### config.mk
export PLATFORM = sky130hd
export DESIGN_NAME = quadratic_contour_to_segments_unit_flat
export DESIGN_NICKNAME = d
export VERILOG_FILES = /design/src/design/qcs_pkg.sv /design/src/design/qcs_point_if.sv /design/src/design/qcs_seg_if.sv /design/src/design/qcs_ram.sv /design/src/design/qcs_mid.sv /design/src/design/quadratic_contour_to_segments_unit.sv /design/src/flat_wrapper.sv
export VERILOG_INCLUDE_DIRS = /design/src /design/src/design
export SDC_FILE = /design/constraint.sdc
export NUM_CORES = 2
export LEC_CHECK = 0
export BUFFER_PORTS_ARGS = -buffer_cell sky130_fd_sc_hd__clkbuf_2
export CORE_MARGIN = 5
export CORE_UTILIZATION = 60
export CTS_BUF_LIST = sky130_fd_sc_hd__clkbuf_4
export CTS_CLUSTER_DIAMETER = 80
export DETAILED_ROUTE_END_ITERATION = 6
export PLACE_DENSITY = 0.78
export SKIP_CTS_REPAIR_TIMING = 1
export SLEW_MARGIN = 20
export SYNTH_ARGS = -nofsm -noshare
export SYNTH_HDL_FRONTEND = slang
export SYNTH_SLANG_ARGS = --single-unit
### constraint.sdc
create_clock -name i_clk -period 6.9 [get_ports i_clk]
set_clock_uncertainty 0.05 [all_clocks]
set_input_delay 1.38 -clock i_clk [delete_from_list [all_inputs] [get_ports i_clk]]
set_output_delay 1.38 -clock i_clk [all_outputs]
set_load 0.02 [all_outputs]
### src/design/quadratic_contour_to_segments_unit_assert.svh
// Assertion macros for the design files; the top-level unit includes them.
// QCS_ASSERT_IMP: same-cycle implication. QCS_ASSERT_NXT: next-cycle implication.
`ifndef QUADRATIC_CONTOUR_TO_SEGMENTS_UNIT_ASSERT_SVH
`define QUADRATIC_CONTOUR_TO_SEGMENTS_UNIT_ASSERT_SVH
`ifndef ASSERT_OFF
`define QCS_ASSERT_IMP(lbl, ante, cons) \
    lbl: assert property (@(posedge i_clk) disable iff (!i_rst_n) (ante) |-> (cons)) \
        else $error("assertion failed");
`define QCS_ASSERT_NXT(lbl, ante, cons) \
    lbl: assert property (@(posedge i_clk) disable iff (!i_rst_n) (ante) |=> (cons)) \
        else $error("assertion failed");
`else
`define QCS_ASSERT_IMP(lbl, ante, cons)
`define QCS_ASSERT_NXT(lbl, ante, cons)
`endif
`endif

### src/design/qcs_pkg.sv
package qcs_pkg;

    localparam int QCS_MAX_POINTS = 63;
    localparam int QCS_COORD_W    = 16;
    localparam int QCS_TOTAL_W    = 7;

    typedef logic signed [QCS_COORD_W-1:0] t_coord;

    typedef struct packed {
        logic   on;
        t_coord y;
        t_coord x;
    } t_point;

    localparam int QCS_POINT_W = $bits(t_point);

endpackage

### src/design/qcs_point_if.sv
interface qcs_point_if import qcs_pkg::*; ();
    logic   valid;
    logic   ready;
    t_coord point_x;
    t_coord point_y;
    logic   on_curve;
    logic   closes_contour;

    modport source (output valid, point_x, point_y, on_curve, closes_contour, input ready);
    modport sink   (input valid, point_x, point_y, on_curve, closes_contour, output ready);
endinterface

### src/design/qcs_seg_if.sv
interface qcs_seg_if import qcs_pkg::*; ();
    logic                   valid;
    logic                   ready;
    t_coord                 start_x;
    t_coord                 start_y;
    t_coord                 ctrl_x;
    t_coord                 ctrl_y;
    logic                   final_segment;
    logic [QCS_TOTAL_W-1:0] segment_total;
    logic                   points_dropped;

    modport source (output valid, start_x, start_y, ctrl_x, ctrl_y, final_segment,
                    segment_total, points_dropped, input ready);
    modport sink   (input valid, start_x, start_y, ctrl_x, ctrl_y, final_segment,
                    segment_total, points_dropped, output ready);
endinterface

### src/design/qcs_ram.sv
module qcs_ram #(
    parameter int W = 8,
    parameter int D = 16
) (
    input  logic                                i_clk,
    input  logic                                i_we,
    input  logic [(D > 1 ? $clog2(D) : 1)-1:0]  i_waddr,
    input  logic [W-1:0]                        i_wdata,
    input  logic                                i_re,
    input  logic [(D > 1 ? $clog2(D) : 1)-1:0]  i_raddr,
    output logic [W-1:0]                        o_rdata
);

    logic [W-1:0] r_mem [D];
    logic [W-1:0] r_rdata;

    always_ff @(posedge i_clk) begin
        if (i_we) begin
            r_mem[i_waddr] <= i_wdata;
        end
        if (i_re) begin
            r_rdata <= r_mem[i_raddr];
        end
    end

    assign o_rdata = r_rdata;

endmodule

### src/design/qcs_mid.sv
// Implied on-curve midpoint: (a + b) / 2 per axis, truncated toward zero.
module qcs_mid import qcs_pkg::*; (
    input  t_point i_a,
    input  t_point i_b,
    output t_coord o_x,
    output t_coord o_y
);

    function automatic t_coord half_sum(input t_coord a, input t_coord b);
        logic signed [QCS_COORD_W:0] s;
        logic signed [QCS_COORD_W:0] adj;
        begin
            s   = {a[QCS_COORD_W-1], a} + {b[QCS_COORD_W-1], b};
            // negative odd sums round up toward zero before the shift
            adj = s + {{QCS_COORD_W{1'b0}}, s[QCS_COORD_W] & s[0]};
            half_sum = adj[QCS_COORD_W:1];
        end
    endfunction

    assign o_x = half_sum(i_a.x, i_b.x);
    assign o_y = half_sum(i_a.y, i_b.y);

endmodule

### src/design/quadratic_contour_to_segments_unit.sv
// A non-closing point is taken while the unit is idle; points can come back to back.
// A closing point of an n-point contour starts a build pass: wrap check, store read plus
// midpoint step per point after the first, tail, then flush of the pending slot.
// Input is ready again once the last segment sits in the output register. Output stalls
// stretch the pass. Reset (synchronous, active low) clears state, point counter, overflow
// flag and handshakes; point store contents stay.
module quadratic_contour_to_segments_unit import qcs_pkg::*; #(
    parameter int MAX_CONTOUR_POINTS = QCS_MAX_POINTS
) (
    input  logic        i_clk,
    input  logic        i_rst_n,
    qcs_point_if.sink   i_pt,
    qcs_seg_if.source   o_seg
);

    `include "quadratic_contour_to_segments_unit_assert.svh"

    localparam int AW = (MAX_CONTOUR_POINTS > 1) ? $clog2(MAX_CONTOUR_POINTS) : 1;
    localparam int CW = $clog2(MAX_CONTOUR_POINTS + 1);

    localparam logic [2:0] S_IDLE  = 3'd0;
    localparam logic [2:0] S_WRAP  = 3'd1;
    localparam logic [2:0] S_RD    = 3'd2;
    localparam logic [2:0] S_STEP  = 3'd3;
    localparam logic [2:0] S_LAST  = 3'd4;
    localparam logic [2:0] S_FLUSH = 3'd5;

    logic [2:0]             r_state, n_state;
    logic [CW-1:0]          r_cnt, n_cnt;
    logic                   r_ovf, n_ovf;
    logic [CW-1:0]          r_num, n_num;
    logic [CW-1:0]          r_idx, n_idx;
    logic                   r_ovf_b, n_ovf_b;
    t_point                 r_first, n_first;
    t_point                 r_last, n_last;
    t_point                 r_prev, n_prev;
    t_coord                 r_tx, n_tx;
    t_coord                 r_ty, n_ty;
    logic                   r_pend_vld, n_pend_vld;
    t_coord                 r_pend_sx, r_pend_sy, r_pend_cx, r_pend_cy;
    logic [QCS_TOTAL_W-1:0] r_seg_cnt, n_seg_cnt;
    logic                   r_o_vld, n_o_vld;
    t_coord                 r_o_sx, r_o_sy, r_o_cx, r_o_cy;
    logic                   r_o_final;
    logic [QCS_TOTAL_W-1:0] r_o_total;
    logic                   r_o_drop;

    t_point                 in_pt;
    t_point                 rd_pt;
    logic [QCS_POINT_W-1:0] rd_data;
    logic                   accept;
    logic                   store;
    logic                   out_free;
    logic                   can_emit;
    logic                   emit_req;
    logic                   do_emit;
    logic                   flush_load;
    logic                   out_load;
    logic                   ram_re;
    logic [CW-1:0]          idx_inc;
    t_coord                 e_sx, e_sy, e_cx, e_cy;
    t_point                 mid_a, mid_b;
    t_coord                 mid_x, mid_y;

    assign in_pt    = '{on: i_pt.on_curve, y: i_pt.point_y, x: i_pt.point_x};
    assign rd_pt    = t_point'(rd_data);
    assign accept   = i_pt.valid && i_pt.ready;
    assign store    = r_cnt < CW'(MAX_CONTOUR_POINTS);
    assign out_free = !r_o_vld || o_seg.ready;
    assign can_emit = !r_pend_vld || out_free;
    assign ram_re   = (r_state == S_RD);
    assign idx_inc  = r_idx + 1'b1;

    assign i_pt.ready = (r_state == S_IDLE);

    qcs_ram #(
        .W (QCS_POINT_W),
        .D (MAX_CONTOUR_POINTS)
    ) u_store (
        .i_clk   (i_clk),
        .i_we    (accept && store),
        .i_waddr (r_cnt[AW-1:0]),
        .i_wdata (in_pt),
        .i_re    (ram_re),
        .i_raddr (r_idx[AW-1:0]),
        .o_rdata (rd_data)
    );

    // shared midpoint unit: wrap pair in the wrap state, neighbor pair while stepping
    assign mid_a = (r_state == S_WRAP) ? r_last  : r_prev;
    assign mid_b = (r_state == S_WRAP) ? r_first : rd_pt;

    qcs_mid u_mid (
        .i_a (mid_a),
        .i_b (mid_b),
        .o_x (mid_x),
        .o_y (mid_y)
    );

    always_comb begin
        n_state    = r_state;
        n_cnt      = r_cnt;
        n_ovf      = r_ovf;
        n_num      = r_num;
        n_idx      = r_idx;
        n_ovf_b    = r_ovf_b;
        n_first    = r_first;
        n_last     = r_last;
        n_prev     = r_prev;
        n_tx       = r_tx;
        n_ty       = r_ty;
        emit_req   = 1'b0;
        e_sx       = r_tx;
        e_sy       = r_ty;
        e_cx       = r_tx;
        e_cy       = r_ty;
        flush_load = 1'b0;

        case (r_state)
            S_IDLE: begin
                if (accept) begin
                    if (store) begin
                        n_cnt  = r_cnt + 1'b1;
                        n_last = in_pt;
                        if (r_cnt == '0) begin
                            n_first = in_pt;
                        end
                    end else begin
                        n_ovf = 1'b1;
                    end
                    if (i_pt.closes_contour) begin
                        n_num   = store ? CW'(r_cnt + 1'b1) : r_cnt;
                        n_ovf_b = r_ovf || !store;
                        n_cnt   = '0;
                        n_ovf   = 1'b0;
                        n_idx   = CW'(1);
                        n_state = S_WRAP;
                    end
                end
            end
            S_WRAP: begin
                emit_req = !r_first.on && !r_last.on;
                e_sx     = mid_x;
                e_sy     = mid_y;
                e_cx     = r_first.x;
                e_cy     = r_first.y;
                if (!emit_req || can_emit) begin
                    n_tx    = r_first.x;
                    n_ty    = r_first.y;
                    n_prev  = r_first;
                    if (r_num == '0) begin
                        n_state = S_FLUSH;
                    end else if (r_num == CW'(1)) begin
                        n_state = S_LAST;
                    end else begin
                        n_state = S_RD;
                    end
                end
            end
            S_RD: begin
                n_state = S_STEP;
            end
            S_STEP: begin
                if (rd_pt.on) begin
                    emit_req = r_prev.on;
                end else begin
                    emit_req = 1'b1;
                    if (!r_prev.on) begin
                        e_sx = mid_x;
                        e_sy = mid_y;
                    end
                    e_cx = rd_pt.x;
                    e_cy = rd_pt.y;
                end
                if (!emit_req || can_emit) begin
                    n_tx    = rd_pt.on ? rd_pt.x : e_sx;
                    n_ty    = rd_pt.on ? rd_pt.y : e_sy;
                    n_prev  = rd_pt;
                    n_idx   = idx_inc;
                    n_state = (idx_inc == r_num) ? S_LAST : S_RD;
                end
            end
            S_LAST: begin
                emit_req = r_last.on;
                if (!r_first.on) begin
                    e_cx = r_first.x;
                    e_cy = r_first.y;
                end
                if (!emit_req || can_emit) begin
                    n_state = S_FLUSH;
                end
            end
            S_FLUSH: begin
                if (!r_pend_vld) begin
                    n_state = S_IDLE;
                end else if (out_free) begin
                    flush_load = 1'b1;
                    n_state    = S_IDLE;
                end
            end
            default: begin
                n_state = S_IDLE;
            end
        endcase
    end

    assign do_emit  = emit_req && can_emit;
    assign out_load = (do_emit && r_pend_vld) || flush_load;

    always_comb begin
        n_pend_vld = r_pend_vld;
        n_seg_cnt  = r_seg_cnt;
        if (accept && i_pt.closes_contour) begin
            n_seg_cnt = '0;
        end
        if (do_emit) begin
            n_pend_vld = 1'b1;
            n_seg_cnt  = r_seg_cnt + 1'b1;
        end else if (flush_load) begin
            n_pend_vld = 1'b0;
        end
        n_o_vld = r_o_vld;
        if (out_load) begin
            n_o_vld = 1'b1;
        end else if (o_seg.ready) begin
            n_o_vld = 1'b0;
        end
    end

    always_ff @(posedge i_clk) begin
        if (!i_rst_n) begin
            r_state    <= S_IDLE;
            r_cnt      <= '0;
            r_ovf      <= 1'b0;
            r_pend_vld <= 1'b0;
            r_o_vld    <= 1'b0;
        end else begin
            r_state    <= n_state;
            r_cnt      <= n_cnt;
            r_ovf      <= n_ovf;
            r_pend_vld <= n_pend_vld;
            r_o_vld    <= n_o_vld;
        end
    end

    always_ff @(posedge i_clk) begin
        r_num     <= n_num;
        r_idx     <= n_idx;
        r_ovf_b   <= n_ovf_b;
        r_first   <= n_first;
        r_last    <= n_last;
        r_prev    <= n_prev;
        r_tx      <= n_tx;
        r_ty      <= n_ty;
        r_seg_cnt <= n_seg_cnt;
        if (do_emit) begin
            r_pend_sx <= e_sx;
            r_pend_sy <= e_sy;
            r_pend_cx <= e_cx;
            r_pend_cy <= e_cy;
        end
        if (out_load) begin
            r_o_sx    <= r_pend_sx;
            r_o_sy    <= r_pend_sy;
            r_o_cx    <= r_pend_cx;
            r_o_cy    <= r_pend_cy;
            r_o_final <= flush_load;
            r_o_total <= flush_load ? r_seg_cnt : '0;
            r_o_drop  <= r_ovf_b;
        end
    end

    assign o_seg.valid          = r_o_vld;
    assign o_seg.start_x        = r_o_sx;
    assign o_seg.start_y        = r_o_sy;
    assign o_seg.ctrl_x         = r_o_cx;
    assign o_seg.ctrl_y         = r_o_cy;
    assign o_seg.final_segment  = r_o_final;
    assign o_seg.segment_total  = r_o_total;
    assign o_seg.points_dropped = r_o_drop;

    `QCS_ASSERT_IMP(a_cnt_range, 1'b1, r_cnt <= CW'(MAX_CONTOUR_POINTS))
    `QCS_ASSERT_IMP(a_idx_range, r_state == S_STEP, r_idx < r_num)
    `QCS_ASSERT_IMP(a_final_total, r_o_vld && r_o_final, r_o_total != '0)
    `QCS_ASSERT_IMP(a_idle_clean, r_state == S_IDLE, !r_pend_vld)
    `QCS_ASSERT_NXT(a_close_clears, accept && i_pt.closes_contour, r_cnt == '0 && !r_ovf)

endmodule
### src/flat_wrapper.sv
// flat-port wrapper written by rule: the top's interface ports become plain ports
module quadratic_contour_to_segments_unit_flat import qcs_pkg::*;
#(
    parameter int MAX_CONTOUR_POINTS = QCS_MAX_POINTS
)
  (i_clk, i_rst_n, i_pt_valid, i_pt_point_x, i_pt_point_y, i_pt_on_curve, i_pt_closes_contour, i_pt_ready, o_seg_valid, o_seg_start_x, o_seg_start_y, o_seg_ctrl_x, o_seg_ctrl_y, o_seg_final_segment, o_seg_segment_total, o_seg_points_dropped, o_seg_ready);
  qcs_point_if i_pt_i ();
  qcs_seg_if o_seg_i ();
  input  logic i_clk;
  input  logic i_rst_n;
  input wire logic [$bits(i_pt_i.valid)-1:0] i_pt_valid;
  input wire logic [$bits(i_pt_i.point_x)-1:0] i_pt_point_x;
  input wire logic [$bits(i_pt_i.point_y)-1:0] i_pt_point_y;
  input wire logic [$bits(i_pt_i.on_curve)-1:0] i_pt_on_curve;
  input wire logic [$bits(i_pt_i.closes_contour)-1:0] i_pt_closes_contour;
  output wire logic [$bits(i_pt_i.ready)-1:0] i_pt_ready;
  output wire logic [$bits(o_seg_i.valid)-1:0] o_seg_valid;
  output wire logic [$bits(o_seg_i.start_x)-1:0] o_seg_start_x;
  output wire logic [$bits(o_seg_i.start_y)-1:0] o_seg_start_y;
  output wire logic [$bits(o_seg_i.ctrl_x)-1:0] o_seg_ctrl_x;
  output wire logic [$bits(o_seg_i.ctrl_y)-1:0] o_seg_ctrl_y;
  output wire logic [$bits(o_seg_i.final_segment)-1:0] o_seg_final_segment;
  output wire logic [$bits(o_seg_i.segment_total)-1:0] o_seg_segment_total;
  output wire logic [$bits(o_seg_i.points_dropped)-1:0] o_seg_points_dropped;
  input wire logic [$bits(o_seg_i.ready)-1:0] o_seg_ready;
  assign i_pt_i.valid = i_pt_valid;
  assign i_pt_i.point_x = i_pt_point_x;
  assign i_pt_i.point_y = i_pt_point_y;
  assign i_pt_i.on_curve = i_pt_on_curve;
  assign i_pt_i.closes_contour = i_pt_closes_contour;
  assign i_pt_ready = i_pt_i.ready;
  assign o_seg_valid = o_seg_i.valid;
  assign o_seg_start_x = o_seg_i.start_x;
  assign o_seg_start_y = o_seg_i.start_y;
  assign o_seg_ctrl_x = o_seg_i.ctrl_x;
  assign o_seg_ctrl_y = o_seg_i.ctrl_y;
  assign o_seg_final_segment = o_seg_i.final_segment;
  assign o_seg_segment_total = o_seg_i.segment_total;
  assign o_seg_points_dropped = o_seg_i.points_dropped;
  assign o_seg_i.ready = o_seg_ready;
  quadratic_contour_to_segments_unit #(.MAX_CONTOUR_POINTS(MAX_CONTOUR_POINTS)) u_core (.i_clk(i_clk), .i_rst_n(i_rst_n), .i_pt(i_pt_i), .o_seg(o_seg_i));
endmodule
==> qor_table.md <==
| Quantity | Value |
| --- | --- |
| Number of buffers created by CTS | 607 |
| Via count of the first global-routing pass | 50700 |
| Leading post-synthesis cells by cell area | edfxtp_1, mux4_2, nand2_1 |
| Clock-pin transition on the worst setup and hold timing paths | 0.08 ns |
| Type of element launching the critical path | flip-flop |
| DRC violation count after routing | 0 |
| Status | finished, final reports clean |
| Final #Nets | 5255 |
| Cells after Synth | 4553 |
| Row count | 146 |
| Top cells by instance count after synthesis | edfxtp_1, mux4_2, nand2_1 |
| Kind of critical path | reg -> reg |
| Average wire per standard cell | 29.2 um |
| Die Area | 168000 sq um |
| Yosys reg bits | 2412 |
| Die boundary width | 410 um |
| Leading cell type by number of instances after synthesis | edfxtp_1 |
| DP Wirelength | 131000 um |
| CTS tree | done |
| Leak pwr | 35.2 nW |
| Port bufs | 112 |
| Final hold viol count | 0 |
| Largest net degree at the start of global routing | 133 |
| CTS Buffer Depth | 4 |
| Biggest area consumer among synthesized cells | edfxtp_1 |
| Most crowded layer after global routing | met2 |
| Post-synth top area share | 75.2% |
| Upper clock frequency limit | 0.182 GHz |
| Vias post-DR | 49700 |
| Pwr/cell area | 291 nW/um^2 |
| All-layer global routing usage | 26.8% |
| Clock latency on the worst-skew pair | 1.40 ns |
| Worst EP required | 8.02 ns |
| Mux cell area share after synthesis | 16.9% |
| Fraction of final layout cells with drive strength greater than 1 | 35.2% |
| Number of top-level pins | 113 |
| Layout-stage area growth over the synthesis result | 11.9% |
| Final setup viols | 0 |
| Max-Cap Viols | 0 |
| Slew headroom | 19.0% |
| Met1 GRT Util | 36.6% |
| Final Wtd Congestion | 0.888 |
| Critical path fanouts, max | 18 |
| Initial Utilization | 60.4% |
| Ys async rst share | 0% |
| Global-route track usage on met2 | 43.3% |
| Global route total overflow | 0 |
| Average cell area after synthesis | 21.0 sq um |
| Initial DRT Pass Iterations | 7 |
| Portion of the post-synthesis area used by sequential elements | 75.5% |
| Met3 usage in global routing | 6.95% |
| Worst Max-Slew Pin Slew | 1.21 ns |
| Summed instance area of the synthesized netlist | 95800 sq um |
| Critical Path End Type | flip-flop |
| Distinct cells, synth | 88 |
| Worst Reg-to-Reg Cells | 19 |
| Sinks on the clock net | 2412 |
| Area share of fa/ha/maj cells after synthesis | 0.538% |
| ANT nets after route | 0 |
| Critical path data arrival time | 6.61 ns |
| H-tree levels | 6 |
| Wire length of the first global-routing pass | 330000 um |
| Power consumption | 31.2 mW |
| Main combinational cell family by area after synthesis | multiplexers |
| Post-route setup TNS | 0 ns |
| Root Buffer Master | clkbuf_4 |
| Number of warnings printed during yosys synthesis | 0 |
| Number of enable flip-flop cells after synthesis | 2400 |
| Setup repair after global routing missed its margin | false |
| Post-DR vias/cell | 6.49 |
| Initial antenna violation count | 28 |
| Std-Cell Core Area | 159000 sq um |
| Most used flip-flop cell after synthesis | edfxtp_1 |
| Detailed-route wire length | 223000 um |
| Die span in y | 410 um |
| Cell depth of the worst hold path | 3 |
| Simple-Gate Fraction of Synth Area | 2.82% |
| Number of nets produced by synthesis | 4631 |
| Count of routing violations after the opening detailed-route iteration | 6043 |
| Period Utilization, post-route | 79.6% |
| Hold/Removal Path Class | in -> reg |
| Post-route minimum period | 5.49 ns |
| Post-Synth XOR/XNOR Area | 0.586% |
| Max-slew violations | 0 |
| Largest voltage drop on the vdd net | 192 uV |
| Share of the synthesized area in compound gates (AO/OA/AOI/OAI) | 2.56% |
logic make-up (layout without fill, tap and decap cells):
kind of cell | count (synthesis) | in the layout
muxes | 785 | 785
buffers and inverters | 284 | 1292
xor gates and xnor gates | 62 | 62
other | 0 | 14
AOI/OAI and AO/OA | 382 | 382
and+or+nand+nor | 588 | 588
adders and majority gates | 40 | 40
DFF | 2412 | 2412
report_power, final:
part / switching [mW] / total [mW] / internal, mW / leakage, nW
clock: 5.46 / 11.5 / 6.08 / 4.32
combinational: 1.98 / 3.14 / 1.16 / 9.14
sequential: 0.140 / 16.6 / 16.4 / 21.7
total: 7.57 / 31.2 / 23.7 / 35.2
critical path, cell delays in order (launching register included):
cell and delay (ns):
dfxtp_1 0.31, nand2b_1 0.33, nor2_4 0.50, buf_4 0.36, mux2_2 0.37, ha_1 0.41, a21o_4 0.28, a21o_1 0.20
o21ai_2 0.18, a21oi_1 0.14, nor2_1 0.31, and2_1 0.18, ha_1 0.15, inv_1 0.06, or3_1 0.40, or2_4 0.28
nor3_4 0.16, nand4_2 0.17, or3b_1 0.40, nand3_1 0.10
state kept, by name, indices dropped and copies added (netlist names), 33 cells and up:
signal	cells
u_core.u_store.r_mem	2079
u_core.r_first	33
u_core.r_last	33
u_core.r_prev	33
u_core.u_store.o_rdata	33
layout make-up:
type,count,area [sq um]
diodes,14,35.0
clock buffers,828,6220
clock inverters,165,1050
fillers,9841,51300
inverters,38,143
multi-input cells,1857,22900
flip-flops and latches,2412,72300
well taps,2072,2590
repair buffers,261,1950
routing by layer:
layer,wire (um),vias to the layer above
met5,82,-
met2,112000,3088
met1,81700,25500
met3,24600,396
met4,5330,12
li1,-,20600
stage by stage:
stage                     setup slack [ns]  hold WS, ns  instance area [sq um]  cells  utilization, %
final                                 1.41        0.294                 107000   7647            67.6
after detailed placement              1.52        0.355                  99900   6638            63.0
after floorplan                       1.18        0.350                  95800   4553               -
after CTS                             1.45        0.194                 107000   7631            67.6
after global placement                1.59        0.351                  99800   6636            62.9
after global routing                  1.01        0.230                 107000   7641            67.6
final timing paths:
| kind | startpoint | to | slack (ns) |
|---|---|---|---|
| max reg2reg | u_core.r_state[2]$_SDFFE_PN0P_ | u_core.r_tx[15]$_DFFE_PP_ | 1.41 |
| min | i_pt_valid | u_core.r_ovf$_SDFFE_PN0P_ | 0.29 |
| max | u_core.r_state[2]$_SDFFE_PN0P_ | u_core.r_tx[15]$_DFFE_PP_ | 1.41 |
| min reg2reg | u_core.r_pend_cx[10]$_DFFE_PP_ | u_core.o_seg.ctrl_x[10]$_DFFE_PP_ | 0.33 |
cell usage in the layout, fill, tap and decap left out, types with 21 or more instances in the layout:
cell type,count
clkinv_1,121
mux2_2,64
nand3_1,34
nor2_1,97
nand2_1,242
inv_1,35
mux4_2,656
nor2_4,67
clkbuf_4,833
and3_1,21
xnor2_1,33
o21ai_0,99
ha_1,38
a21oi_1,112
xor2_1,28
mux2i_1,65
edfxtp_1,2400
buf_4,135
a22o_1,22
clkbuf_2,103
Note: power is estimated with default switching activity, not from simulation.
